<file path="src/rtl/assert_macros.svh">
// Assertion helpers for the RTL, included by delta_sleep_queue.
// Each macro takes a label, the clock, the active-low reset, the check and a message.
`ifndef ASSERT_MACROS_SVH
`define ASSERT_MACROS_SVH

// Plain invariant, checked at every clock edge outside reset.
`define DSQ_ASSERT(lbl, clk, rst_n, prop, msg) \
	lbl: assert property (@(posedge clk) disable iff (!rst_n) (prop)) \
		else $error(msg);

// Same-cycle implication.
`define DSQ_ASSERT_IMP(lbl, clk, rst_n, ante, cons, msg) \
	lbl: assert property (@(posedge clk) disable iff (!rst_n) (ante) |-> (cons)) \
		else $error(msg);

// Next-cycle implication.
`define DSQ_ASSERT_NXT(lbl, clk, rst_n, ante, cons, msg) \
	lbl: assert property (@(posedge clk) disable iff (!rst_n) (ante) |=> (cons)) \
		else $error(msg);

`endif

</file>
<file path="src/rtl/dsq_pkg.sv">
`default_nettype none
// ----------------------------------------------------------------------------
// dsq_pkg
// Types and constants shared by the delta sleep queue modules.
// ----------------------------------------------------------------------------
package dsq_pkg;

	// Field widths of one item
	localparam int ID_W        = 8;
	localparam int TIME_W      = 16;
	localparam int OPCODE_W    = 2;

	// Wake releases at most this many threads per item
	localparam int MAX_RESULTS = 16;
	localparam int NW          = $clog2(MAX_RESULTS + 1);

	typedef enum logic [OPCODE_W-1:0] {
		OP_INSERT = 2'd0,
		OP_TICK   = 2'd1,
		OP_WAKE   = 2'd2,
		OP_NOP    = 2'd3
	} op_t;

	typedef enum logic [3:0] {
		ST_IDLE,
		ST_WALK,
		ST_SHIFT_RD,
		ST_SHIFT_WR,
		ST_SUCC,
		ST_PLACE,
		ST_STATUS,
		ST_POP,
		ST_POP_LD,
		ST_REL_RD,
		ST_REL_OUT
	} state_t;

	// One list entry: thread handle and delta to the entry ahead
	typedef struct packed {
		logic [ID_W-1:0]   thread;
		logic [TIME_W-1:0] delta;
	} entry_t;

	// Result of the shared subtractor
	typedef struct packed {
		logic              borrow;
		logic [TIME_W-1:0] diff;
	} sub_res_t;

endpackage
`default_nettype wire

</file>
<file path="src/rtl/dsq_sub.sv">
`default_nettype none
// ----------------------------------------------------------------------------
// dsq_sub
// Shared subtract and compare unit: diff = a - b, borrow set when a < b.
// ----------------------------------------------------------------------------
module dsq_sub import dsq_pkg::*; (
	input  wire logic [TIME_W-1:0] a,
	input  wire logic [TIME_W-1:0] b,
	output sub_res_t               res
);

	logic [TIME_W:0] wide;

	// Subtract with one extra bit to catch the borrow
	assign wide       = {1'b0, a} - {1'b0, b};
	assign res.borrow = wide[TIME_W];
	assign res.diff   = wide[TIME_W-1:0];

endmodule
`default_nettype wire

</file>
<file path="src/rtl/dsq_ram.sv">
`default_nettype none
// ----------------------------------------------------------------------------
// dsq_ram
// Entry store: one write port, one read port with registered read data.
// ----------------------------------------------------------------------------
module dsq_ram import dsq_pkg::*; #(
	parameter int DEPTH = 16
) (
	input  wire logic                     clk,
	input  wire logic                     we,
	input  wire logic [$clog2(DEPTH)-1:0] waddr,
	input  wire entry_t                   wdata,
	input  wire logic [$clog2(DEPTH)-1:0] raddr,
	output entry_t                        rdata
);

	entry_t mem_q [DEPTH];
	entry_t rdata_q;

	// Write the addressed entry
	always_ff @(posedge clk) begin
		if (we) begin
			mem_q[waddr] <= wdata;
		end
	end

	// Read every cycle into registered read data
	always_ff @(posedge clk) begin
		rdata_q <= mem_q[raddr];
	end

	assign rdata = rdata_q;

endmodule
`default_nettype wire

</file>
<file path="src/rtl/delta_sleep_queue.sv">
`default_nettype none
// ----------------------------------------------------------------------------
// delta_sleep_queue
// Sleep queue kept as a delta list in a circular entry store, driven by a
// small sequencer around one shared subtractor.
// ----------------------------------------------------------------------------
// Channel  Dir  Handshake             Fields
// cmd      in   cmd_valid, cmd_stall  opcode, thread_id, timeout
// rsp      out  rsp_valid, rsp_stall  released, woken_id, last, overflow,
//                                     queue_empty, head_remaining
//
// Tick, no-op and a full-queue insert give a status result. An insert walks
// the list and, unless it lands at the tail, shifts later entries toward the
// tail and updates the successor's delta, then places the new entry. A wake
// pops expired heads, then hands out each released thread as one result, or a
// status result if none expired. Reset clears the count, the head pointer and
// the sequencer; no clearing pass. A stalled result holds the sequencer.
// ----------------------------------------------------------------------------
`include "assert_macros.svh"

module delta_sleep_queue import dsq_pkg::*; #(
	parameter int DEPTH = 16
) (
	input  wire logic                clk,
	input  wire logic                arst_n,
	input  wire logic                cmd_valid,
	output logic                     cmd_stall,
	input  wire logic [OPCODE_W-1:0] opcode,
	input  wire logic [ID_W-1:0]     thread_id,
	input  wire logic [TIME_W-1:0]   timeout,
	output logic                     rsp_valid,
	input  wire logic                rsp_stall,
	output logic                     released,
	output logic [ID_W-1:0]          woken_id,
	output logic                     last,
	output logic                     overflow,
	output logic                     queue_empty,
	output logic [TIME_W-1:0]        head_remaining
);

	localparam int CW = $clog2(DEPTH + 1);
	localparam int PW = $clog2(DEPTH);
	localparam logic [CW-1:0] DEPTH_C = CW'(DEPTH);
	localparam logic [CW:0]   DEPTH_S = (CW + 1)'(DEPTH);

	// Logical list position to store address, wrapping at DEPTH
	function automatic logic [PW-1:0] phys(input logic [PW-1:0] base,
		input logic [CW-1:0] x);
		logic [CW:0] s;
		s = (CW + 1)'(base) + (CW + 1)'(x);
		if (s >= DEPTH_S) begin
			s = s - DEPTH_S;
		end
		return s[PW-1:0];
	endfunction

	state_t            state_q, state_d;
	logic [CW-1:0]     count_q, count_d;
	logic [PW-1:0]     head_q, head_d;
	logic [PW-1:0]     start_q, start_d;
	logic [TIME_W-1:0] hd_q, hd_d;
	logic [TIME_W-1:0] t_q, t_d;
	logic [ID_W-1:0]   id_q, id_d;
	logic [CW-1:0]     k_q, k_d;
	logic [CW-1:0]     pos_q, pos_d;
	logic [CW-1:0]     j_q, j_d;
	logic [ID_W-1:0]   succ_id_q, succ_id_d;
	logic [TIME_W-1:0] succ_dl_q, succ_dl_d;
	logic [NW-1:0]     n_q, n_d;
	logic [NW-1:0]     rk_q, rk_d;
	logic              ovf_q, ovf_d;

	logic              rsp_valid_q, rsp_valid_d;
	logic              released_q, released_d;
	logic [ID_W-1:0]   woken_id_q, woken_id_d;
	logic              last_q, last_d;
	logic              overflow_q, overflow_d;
	logic              queue_empty_q, queue_empty_d;
	logic [TIME_W-1:0] head_rem_q, head_rem_d;

	logic              ram_we;
	logic [CW-1:0]     wr_x;
	entry_t            ram_wdata;
	logic [PW-1:0]     rd_base;
	logic [CW-1:0]     rd_x;
	logic [PW-1:0]     ram_raddr;
	logic [PW-1:0]     ram_waddr;
	entry_t            ram_rdata;

	logic [TIME_W-1:0] sub_a, sub_b;
	sub_res_t          sub_res;

	logic [TIME_W-1:0] walk_dl;
	logic [CW-1:0]     k_inc, j_dec, pos_inc;
	logic              out_free;
	logic              pop_go;
	logic              rel_last;

	dsq_ram #(
		.DEPTH (DEPTH)
	) u_ram (
		.clk   (clk),
		.we    (ram_we),
		.waddr (ram_waddr),
		.wdata (ram_wdata),
		.raddr (ram_raddr),
		.rdata (ram_rdata)
	);

	dsq_sub u_sub (
		.a   (sub_a),
		.b   (sub_b),
		.res (sub_res)
	);

	// Address and helper terms
	assign ram_raddr = phys(rd_base, rd_x);
	assign ram_waddr = phys(head_q, wr_x);
	assign walk_dl   = (k_q == '0) ? hd_q : ram_rdata.delta;
	assign k_inc     = k_q + CW'(1);
	assign j_dec     = j_q - CW'(1);
	assign pos_inc   = pos_q + CW'(1);
	assign out_free  = !rsp_valid_q || !rsp_stall;
	assign pop_go    = (state_q == ST_POP) && (n_q < NW'(MAX_RESULTS)) &&
		(count_q != '0) && (hd_q == '0);
	assign rel_last  = (rk_q + NW'(1)) == n_q;

	// Sequencer: next state and datapath control
	always_comb begin
		state_d       = state_q;
		count_d       = count_q;
		head_d        = head_q;
		start_d       = start_q;
		hd_d          = hd_q;
		t_d           = t_q;
		id_d          = id_q;
		k_d           = k_q;
		pos_d         = pos_q;
		j_d           = j_q;
		succ_id_d     = succ_id_q;
		succ_dl_d     = succ_dl_q;
		n_d           = n_q;
		rk_d          = rk_q;
		ovf_d         = ovf_q;
		rsp_valid_d   = rsp_valid_q && rsp_stall;
		released_d    = released_q;
		woken_id_d    = woken_id_q;
		last_d        = last_q;
		overflow_d    = overflow_q;
		queue_empty_d = queue_empty_q;
		head_rem_d    = head_rem_q;
		ram_we        = 1'b0;
		wr_x          = pos_q;
		ram_wdata     = '{thread: id_q, delta: t_q};
		rd_base       = head_q;
		rd_x          = '0;
		sub_a         = t_q;
		sub_b         = walk_dl;

		unique case (state_q)
			ST_IDLE: begin
				// Read the head entry ahead of a possible walk
				rd_x = '0;
				if (cmd_valid) begin
					ovf_d = 1'b0;
					unique case (op_t'(opcode))
						OP_INSERT: begin
							if (count_q == DEPTH_C) begin
								ovf_d   = 1'b1;
								state_d = ST_STATUS;
							end else begin
								t_d     = timeout;
								id_d    = thread_id;
								k_d     = '0;
								state_d = ST_WALK;
							end
						end
						OP_TICK: begin
							sub_a = hd_q;
							sub_b = TIME_W'(1);
							if (count_q != '0 && hd_q != '0) begin
								hd_d = sub_res.diff;
							end
							state_d = ST_STATUS;
						end
						OP_WAKE: begin
							n_d     = '0;
							start_d = head_q;
							state_d = ST_POP;
						end
						OP_NOP: begin
							state_d = ST_STATUS;
						end
						default: begin
							state_d = ST_STATUS;
						end
					endcase
				end
			end
			ST_WALK: begin
				// Subtract deltas until the timeout falls short
				rd_x  = k_inc;
				sub_a = t_q;
				sub_b = walk_dl;
				if (k_q == count_q) begin
					pos_d   = k_q;
					state_d = ST_PLACE;
				end else if (!sub_res.borrow) begin
					t_d = sub_res.diff;
					k_d = k_inc;
				end else begin
					pos_d     = k_q;
					succ_id_d = ram_rdata.thread;
					succ_dl_d = walk_dl;
					j_d       = count_q;
					state_d   = (count_q > k_inc) ? ST_SHIFT_RD : ST_SUCC;
				end
			end
			ST_SHIFT_RD: begin
				rd_x    = j_dec;
				state_d = ST_SHIFT_WR;
			end
			ST_SHIFT_WR: begin
				// Move one entry toward the tail
				rd_x      = j_dec;
				ram_we    = 1'b1;
				wr_x      = j_q;
				ram_wdata = ram_rdata;
				j_d       = j_dec;
				state_d   = (j_dec > pos_inc) ? ST_SHIFT_RD : ST_SUCC;
			end
			ST_SUCC: begin
				// Take the remainder off the successor's delta
				sub_a     = succ_dl_q;
				sub_b     = t_q;
				ram_we    = 1'b1;
				wr_x      = pos_inc;
				ram_wdata = '{thread: succ_id_q, delta: sub_res.diff};
				state_d   = ST_PLACE;
			end
			ST_PLACE: begin
				// Store the new entry and grow the list
				ram_we    = 1'b1;
				wr_x      = pos_q;
				ram_wdata = '{thread: id_q, delta: t_q};
				count_d   = count_q + CW'(1);
				if (pos_q == '0) begin
					hd_d = t_q;
				end
				state_d = ST_STATUS;
			end
			ST_STATUS: begin
				if (out_free) begin
					rsp_valid_d   = 1'b1;
					released_d    = 1'b0;
					woken_id_d    = '0;
					last_d        = 1'b1;
					overflow_d    = ovf_q;
					queue_empty_d = (count_q == '0);
					head_rem_d    = (count_q != '0) ? hd_q : '0;
					state_d       = ST_IDLE;
				end
			end
			ST_POP: begin
				// Drop an expired head and fetch the next head delta
				rd_x = CW'(1);
				if (pop_go) begin
					head_d  = ram_raddr;
					count_d = count_q - CW'(1);
					n_d     = n_q + NW'(1);
					state_d = ST_POP_LD;
				end else if (n_q == '0) begin
					state_d = ST_STATUS;
				end else begin
					rk_d    = '0;
					state_d = ST_REL_RD;
				end
			end
			ST_POP_LD: begin
				hd_d    = ram_rdata.delta;
				state_d = ST_POP;
			end
			ST_REL_RD: begin
				rd_base = start_q;
				rd_x    = CW'(rk_q);
				state_d = ST_REL_OUT;
			end
			ST_REL_OUT: begin
				// Hand out one released thread per result
				rd_base = start_q;
				rd_x    = CW'(rk_q);
				if (out_free) begin
					rsp_valid_d   = 1'b1;
					released_d    = 1'b1;
					woken_id_d    = ram_rdata.thread;
					last_d        = rel_last;
					overflow_d    = 1'b0;
					queue_empty_d = (count_q == '0);
					head_rem_d    = (count_q != '0) ? hd_q : '0;
					if (rel_last) begin
						state_d = ST_IDLE;
					end else begin
						rk_d    = rk_q + NW'(1);
						state_d = ST_REL_RD;
					end
				end
			end
			default: begin
				state_d = ST_IDLE;
			end
		endcase
	end

	// Control registers
	always_ff @(posedge clk or negedge arst_n) begin
		if (!arst_n) begin
			state_q     <= ST_IDLE;
			count_q     <= '0;
			head_q      <= '0;
			rsp_valid_q <= 1'b0;
		end else begin
			state_q     <= state_d;
			count_q     <= count_d;
			head_q      <= head_d;
			rsp_valid_q <= rsp_valid_d;
		end
	end

	// Datapath and result registers
	always_ff @(posedge clk) begin
		start_q       <= start_d;
		hd_q          <= hd_d;
		t_q           <= t_d;
		id_q          <= id_d;
		k_q           <= k_d;
		pos_q         <= pos_d;
		j_q           <= j_d;
		succ_id_q     <= succ_id_d;
		succ_dl_q     <= succ_dl_d;
		n_q           <= n_d;
		rk_q          <= rk_d;
		ovf_q         <= ovf_d;
		released_q    <= released_d;
		woken_id_q    <= woken_id_d;
		last_q        <= last_d;
		overflow_q    <= overflow_d;
		queue_empty_q <= queue_empty_d;
		head_rem_q    <= head_rem_d;
	end

	assign cmd_stall      = (state_q != ST_IDLE);
	assign rsp_valid      = rsp_valid_q;
	assign released       = released_q;
	assign woken_id       = woken_id_q;
	assign last           = last_q;
	assign overflow       = overflow_q;
	assign queue_empty    = queue_empty_q;
	assign head_remaining = head_rem_q;

	// Checks
	`DSQ_ASSERT(a_count_max, clk, arst_n, count_q <= DEPTH_C, "entry count above depth")
	`DSQ_ASSERT_NXT(a_full_drop, clk, arst_n,
		(state_q == ST_IDLE) && cmd_valid && (opcode == OP_INSERT) && (count_q == DEPTH_C),
		$stable(count_q) && (state_q == ST_STATUS) && ovf_q, "full insert not dropped")
	`DSQ_ASSERT_NXT(a_pop_count, clk, arst_n, pop_go,
		(count_q == $past(count_q) - CW'(1)) && (n_q == $past(n_q) + NW'(1)),
		"pop did not shrink the list")
	`DSQ_ASSERT_IMP(a_rel_nonzero, clk, arst_n, state_q == ST_REL_OUT,
		(n_q != '0) && (rk_q < n_q), "release readout out of range")

endmodule
`default_nettype wire

</file>
<file path="config.mk">
export PLATFORM = sky130hd
export DESIGN_NAME = delta_sleep_queue
export DESIGN_NICKNAME = d
export VERILOG_FILES = /design/src/rtl/dsq_pkg.sv /design/src/rtl/dsq_sub.sv /design/src/rtl/dsq_ram.sv /design/src/rtl/delta_sleep_queue.sv
export VERILOG_INCLUDE_DIRS = /design/src /design/src/rtl
export SDC_FILE = /design/constraint.sdc
export NUM_CORES = 1
export LEC_CHECK = 0
export ABC_AREA = 1
export BUFFER_PORTS_ARGS = -buffer_cell sky130_fd_sc_hd__buf_4
export CAP_MARGIN = 30
export CORE_UTILIZATION = 30
export CTS_BUF_LIST = sky130_fd_sc_hd__clkbuf_8
export DETAILED_ROUTE_END_ITERATION = 16
export GPL_ROUTABILITY_DRIVEN = 0
export PLACE_DENSITY = 0.48
export SYNTH_ARGS = -nofsm -noshare
export SYNTH_HDL_FRONTEND = slang
export SYNTH_SLANG_ARGS = --single-unit
</file>
<file path="constraint.sdc">
create_clock -name clk -period 6.9 [get_ports clk]
set_input_delay 0.69 -clock clk [delete_from_list [all_inputs] [get_ports clk]]
set_output_delay 0.69 -clock clk [all_outputs]
set_load 0.02 [all_outputs]
</file>
==> impl_results.md <==
* Crit path to: u_ram.mem_q[3][16]$_DFFE_PP_
* #FFs+latches synth at 544
* Fin crit share at 74.36%
* Pins Over Slew Limit at 0
* WL/cell at 20.26 um
* Minimum setup slack among reg-to-reg paths at 1.77 ns
* Largest net degree at the start of global routing at 101
* First-pass GRT wire length at 103,600 um
* CP Launch Type: flip-flop
* Post-synth EDFFs at 506
* Worst Tran Pin Value at 1.032 ns
* CP endpoint kind: flip-flop
* # fillers at 7,916
* Setup Total Neg Slack at 0 ns
* Hold Crit Class: in -> reg
* Min-Delay Startpoint: thread_id[2]
* Clock tree buffer depth at 3
* Reg2reg start: state_q[1]$_DFFE_PN0P_
* Initial antenna violation count at 1
* Crit Reg-Reg Endpoint: u_ram.mem_q[3][16]$_DFFE_PP_
* Met2 wire len at 30,820 um
* Max Cap Viol at 0
* CP arrival at 5.43 ns
* Sequential fraction of the synthesis area at 66.05%
* Num CTS Buffers at 91
* Count of final hold-check violations at 0
* IO Count at 60
* CP max FO at 24
* Yosys warns at 0
* Fmax at 0.1949 GHz
* Fin nets at 2,344
* CTS H-tree depth at 3
* Synth Net Count at 2,263
* Mean Syn Cell Area at 11.10 um^2
* TritonCTS clock tree: built
* Die height at 286.4 um
* Relative slew slack at 31.20%
* Met1 WL at 32,690 um
* WP data required at 7.19 ns
* Die Wd at 286.4 um
* Area share of the largest cell type after synthesis at 62.63%
* Worst Clk Skew at 0.04236 ns
* GRT Total Usage at 16.64%
* Routed wire length at 68,680 um
* Core Box Area at 79,520 um^2
* Synth top area cells: edfxtp_1, nand2_1, o21ai_0
* DRC errors left at 0
* Initial core utilization at 30.51%
* Placed wire-length estimate at 43,960 um
* Crit path kind: reg -> reg
* Share of cells above drive strength 1 at 11.64%
* Clock Sinks at 544
* Async set-reset flop share out of synthesis at 2.574%
* Yosys top cell by area: edfxtp_1
* Reg2Reg Depth at 16
* Fin crit period at 5.131 ns
* Reg clk slew, reported paths at 0.07 ns
* DR iter-0 viols at 1,352
* Status: finished clean
* Row Count at 103
* Post-CTS Setup Inserts at 0
* Top sig layer: met4
* Skew-Pair Late Insertion Delay at 0.71 ns
* DIE AREA at 82,010 um^2
* List of most frequent post-synthesis cells: edfxtp_1, nand2_1, nor2_1
* Setup violations, final at 0
* P&R area growth vs syn at 14.55%
* Routed Antenna Nets at 0
* Via density at 5.024
* DRT Pass-1 Iters at 6
* Vias at 17,030
* Main synth FF type: edfxtp_1
* I/O Buffers at 59
* RSZ-0062 raised after global routing: no
* Worst Setup SP: state_q[1]$_DFFE_PN0P_
* Clk root buf: clkbuf_8
* GRT Residual Overflow at 0
* Synth cell types at 46
* WL met3 at 3933 um
* Vias in the first global route at 16,680
* Top-count cell post-synth: edfxtp_1
* Post-Syn Instances at 2,186
* Syn Std Cell Area at 24,260 um^2
## stage by stage
step	hold slack (ns)	area, um^2	setup slack (ns)	cells	utilization [%]
after floorplan	0.3944	24260	2.614	2186	-
final	0.1855	27790	1.769	3389	34.95
after detailed placement	0.4228	26030	1.781	3222	32.74
after global placement	0.4177	26030	1.863	3222	32.74
after global routing	0.1307	27790	1.381	3388	34.95
after CTS	0.1203	27780	1.708	3386	34.94
## cells by family after synthesis
family	share of synthesized area, %
simple gates	14.31
flops	66.05
compound gates	11.99
buf+inv	4.234
fa+ha+maj	2.548
xor+xnor	0.8303
mux	0.04641
## metal layers
| metal | vias up | GRT usage (%) |
|---|---|---|
| met2 | 520 | 25.78 |
| met4 | 0 | 4.024 |
| met3 | 97 | 3.076 |
| met5 | - | 0 |
| li1 | 7968 | - |
| met1 | 8440 | 23.98 |
## worst max-delay path, cell delays in order, from the launching register on
cell and delay, ns:
dfrtp_1 0.50, nand2_1 0.17, clkinv_1 0.08, nand2_2 0.04, buf_4 0.24, nand2_2 0.29, clkinv_1 0.63, a21oi_1 0.46
inv_1 0.08, ha_1 0.28, nand3_1 0.08, nand2_1 0.08, xor2_1 0.36, inv_1 0.11, nand2_1 0.11, nand3_1 0.39
nor2_4 0.79
## state kept, by name, indices dropped and copies added (netlist names), 8 cells and up
signal,cells
woken_id,8
t_q,16
id_q,8
succ_dl_q,16
u_ram.rdata,24
succ_id_q,8
u_ram.mem_q,384
hd_q,16
head_remaining,16
## worst min-delay path by stage
stage,depth (start not counted),endpoint,slack [ns]
after floorplan,0,count_q[0]$_DFFE_PN0P_,0.39
after global placement,0,succ_id_q[1]$_DFFE_PP_,0.42
after detailed placement,0,succ_id_q[1]$_DFFE_PP_,0.42
after CTS,1,id_q[2]$_DFFE_PP_,0.12
after global routing,1,id_q[2]$_DFFE_PP_,0.13
final,1,id_q[2]$_DFFE_PP_,0.19
## final cells by class
type,count,area (um^2),share of cell area [%]
clock inverter,61,334.1,1.202
clock buffer,102,1404,5.051
sequential,544,16030,57.66
inverter,158,596.8,2.147
multi-input combinational,1381,7390,26.59
tap,1050,1314,4.727
antenna,2,5.005,0.01801
timing repair buffer,91,723.2,2.602
## cells in the final DEF, fill, tap and decap left out, types with 7 or more instances in the layout
master,count
nand2_1,444
clkinv_1,20
buf_4,87
clkbuf_8,102
nand4_1,11
clkinv_2,11
a21oi_1,59
a22oi_1,15
o21ai_0,210
inv_2,7
o21ai_1,8
a32o_1,24
o21a_1,26
nand3_1,100
o211ai_1,19
nand2_2,8
edfxtp_1,506
dfrtp_1,14
nor2_4,20
nor2_1,222
inv_1,173
o22ai_1,56
xnor2_1,11
o221ai_1,43
ha_1,42
dfxtp_1,24
xor2_1,11
## what timing repair did
| action | CTS | global route |
|---|---|---|
| hold buffers | 1 | 0 |
| endpoints found under the hold margin | 14 | 0 |
| gates resized for setup | 0 | 0 |
Power is left out: the tool's default activity adds up to more than one toggle a clock period on the data nets, which glitch-free logic cannot reach.
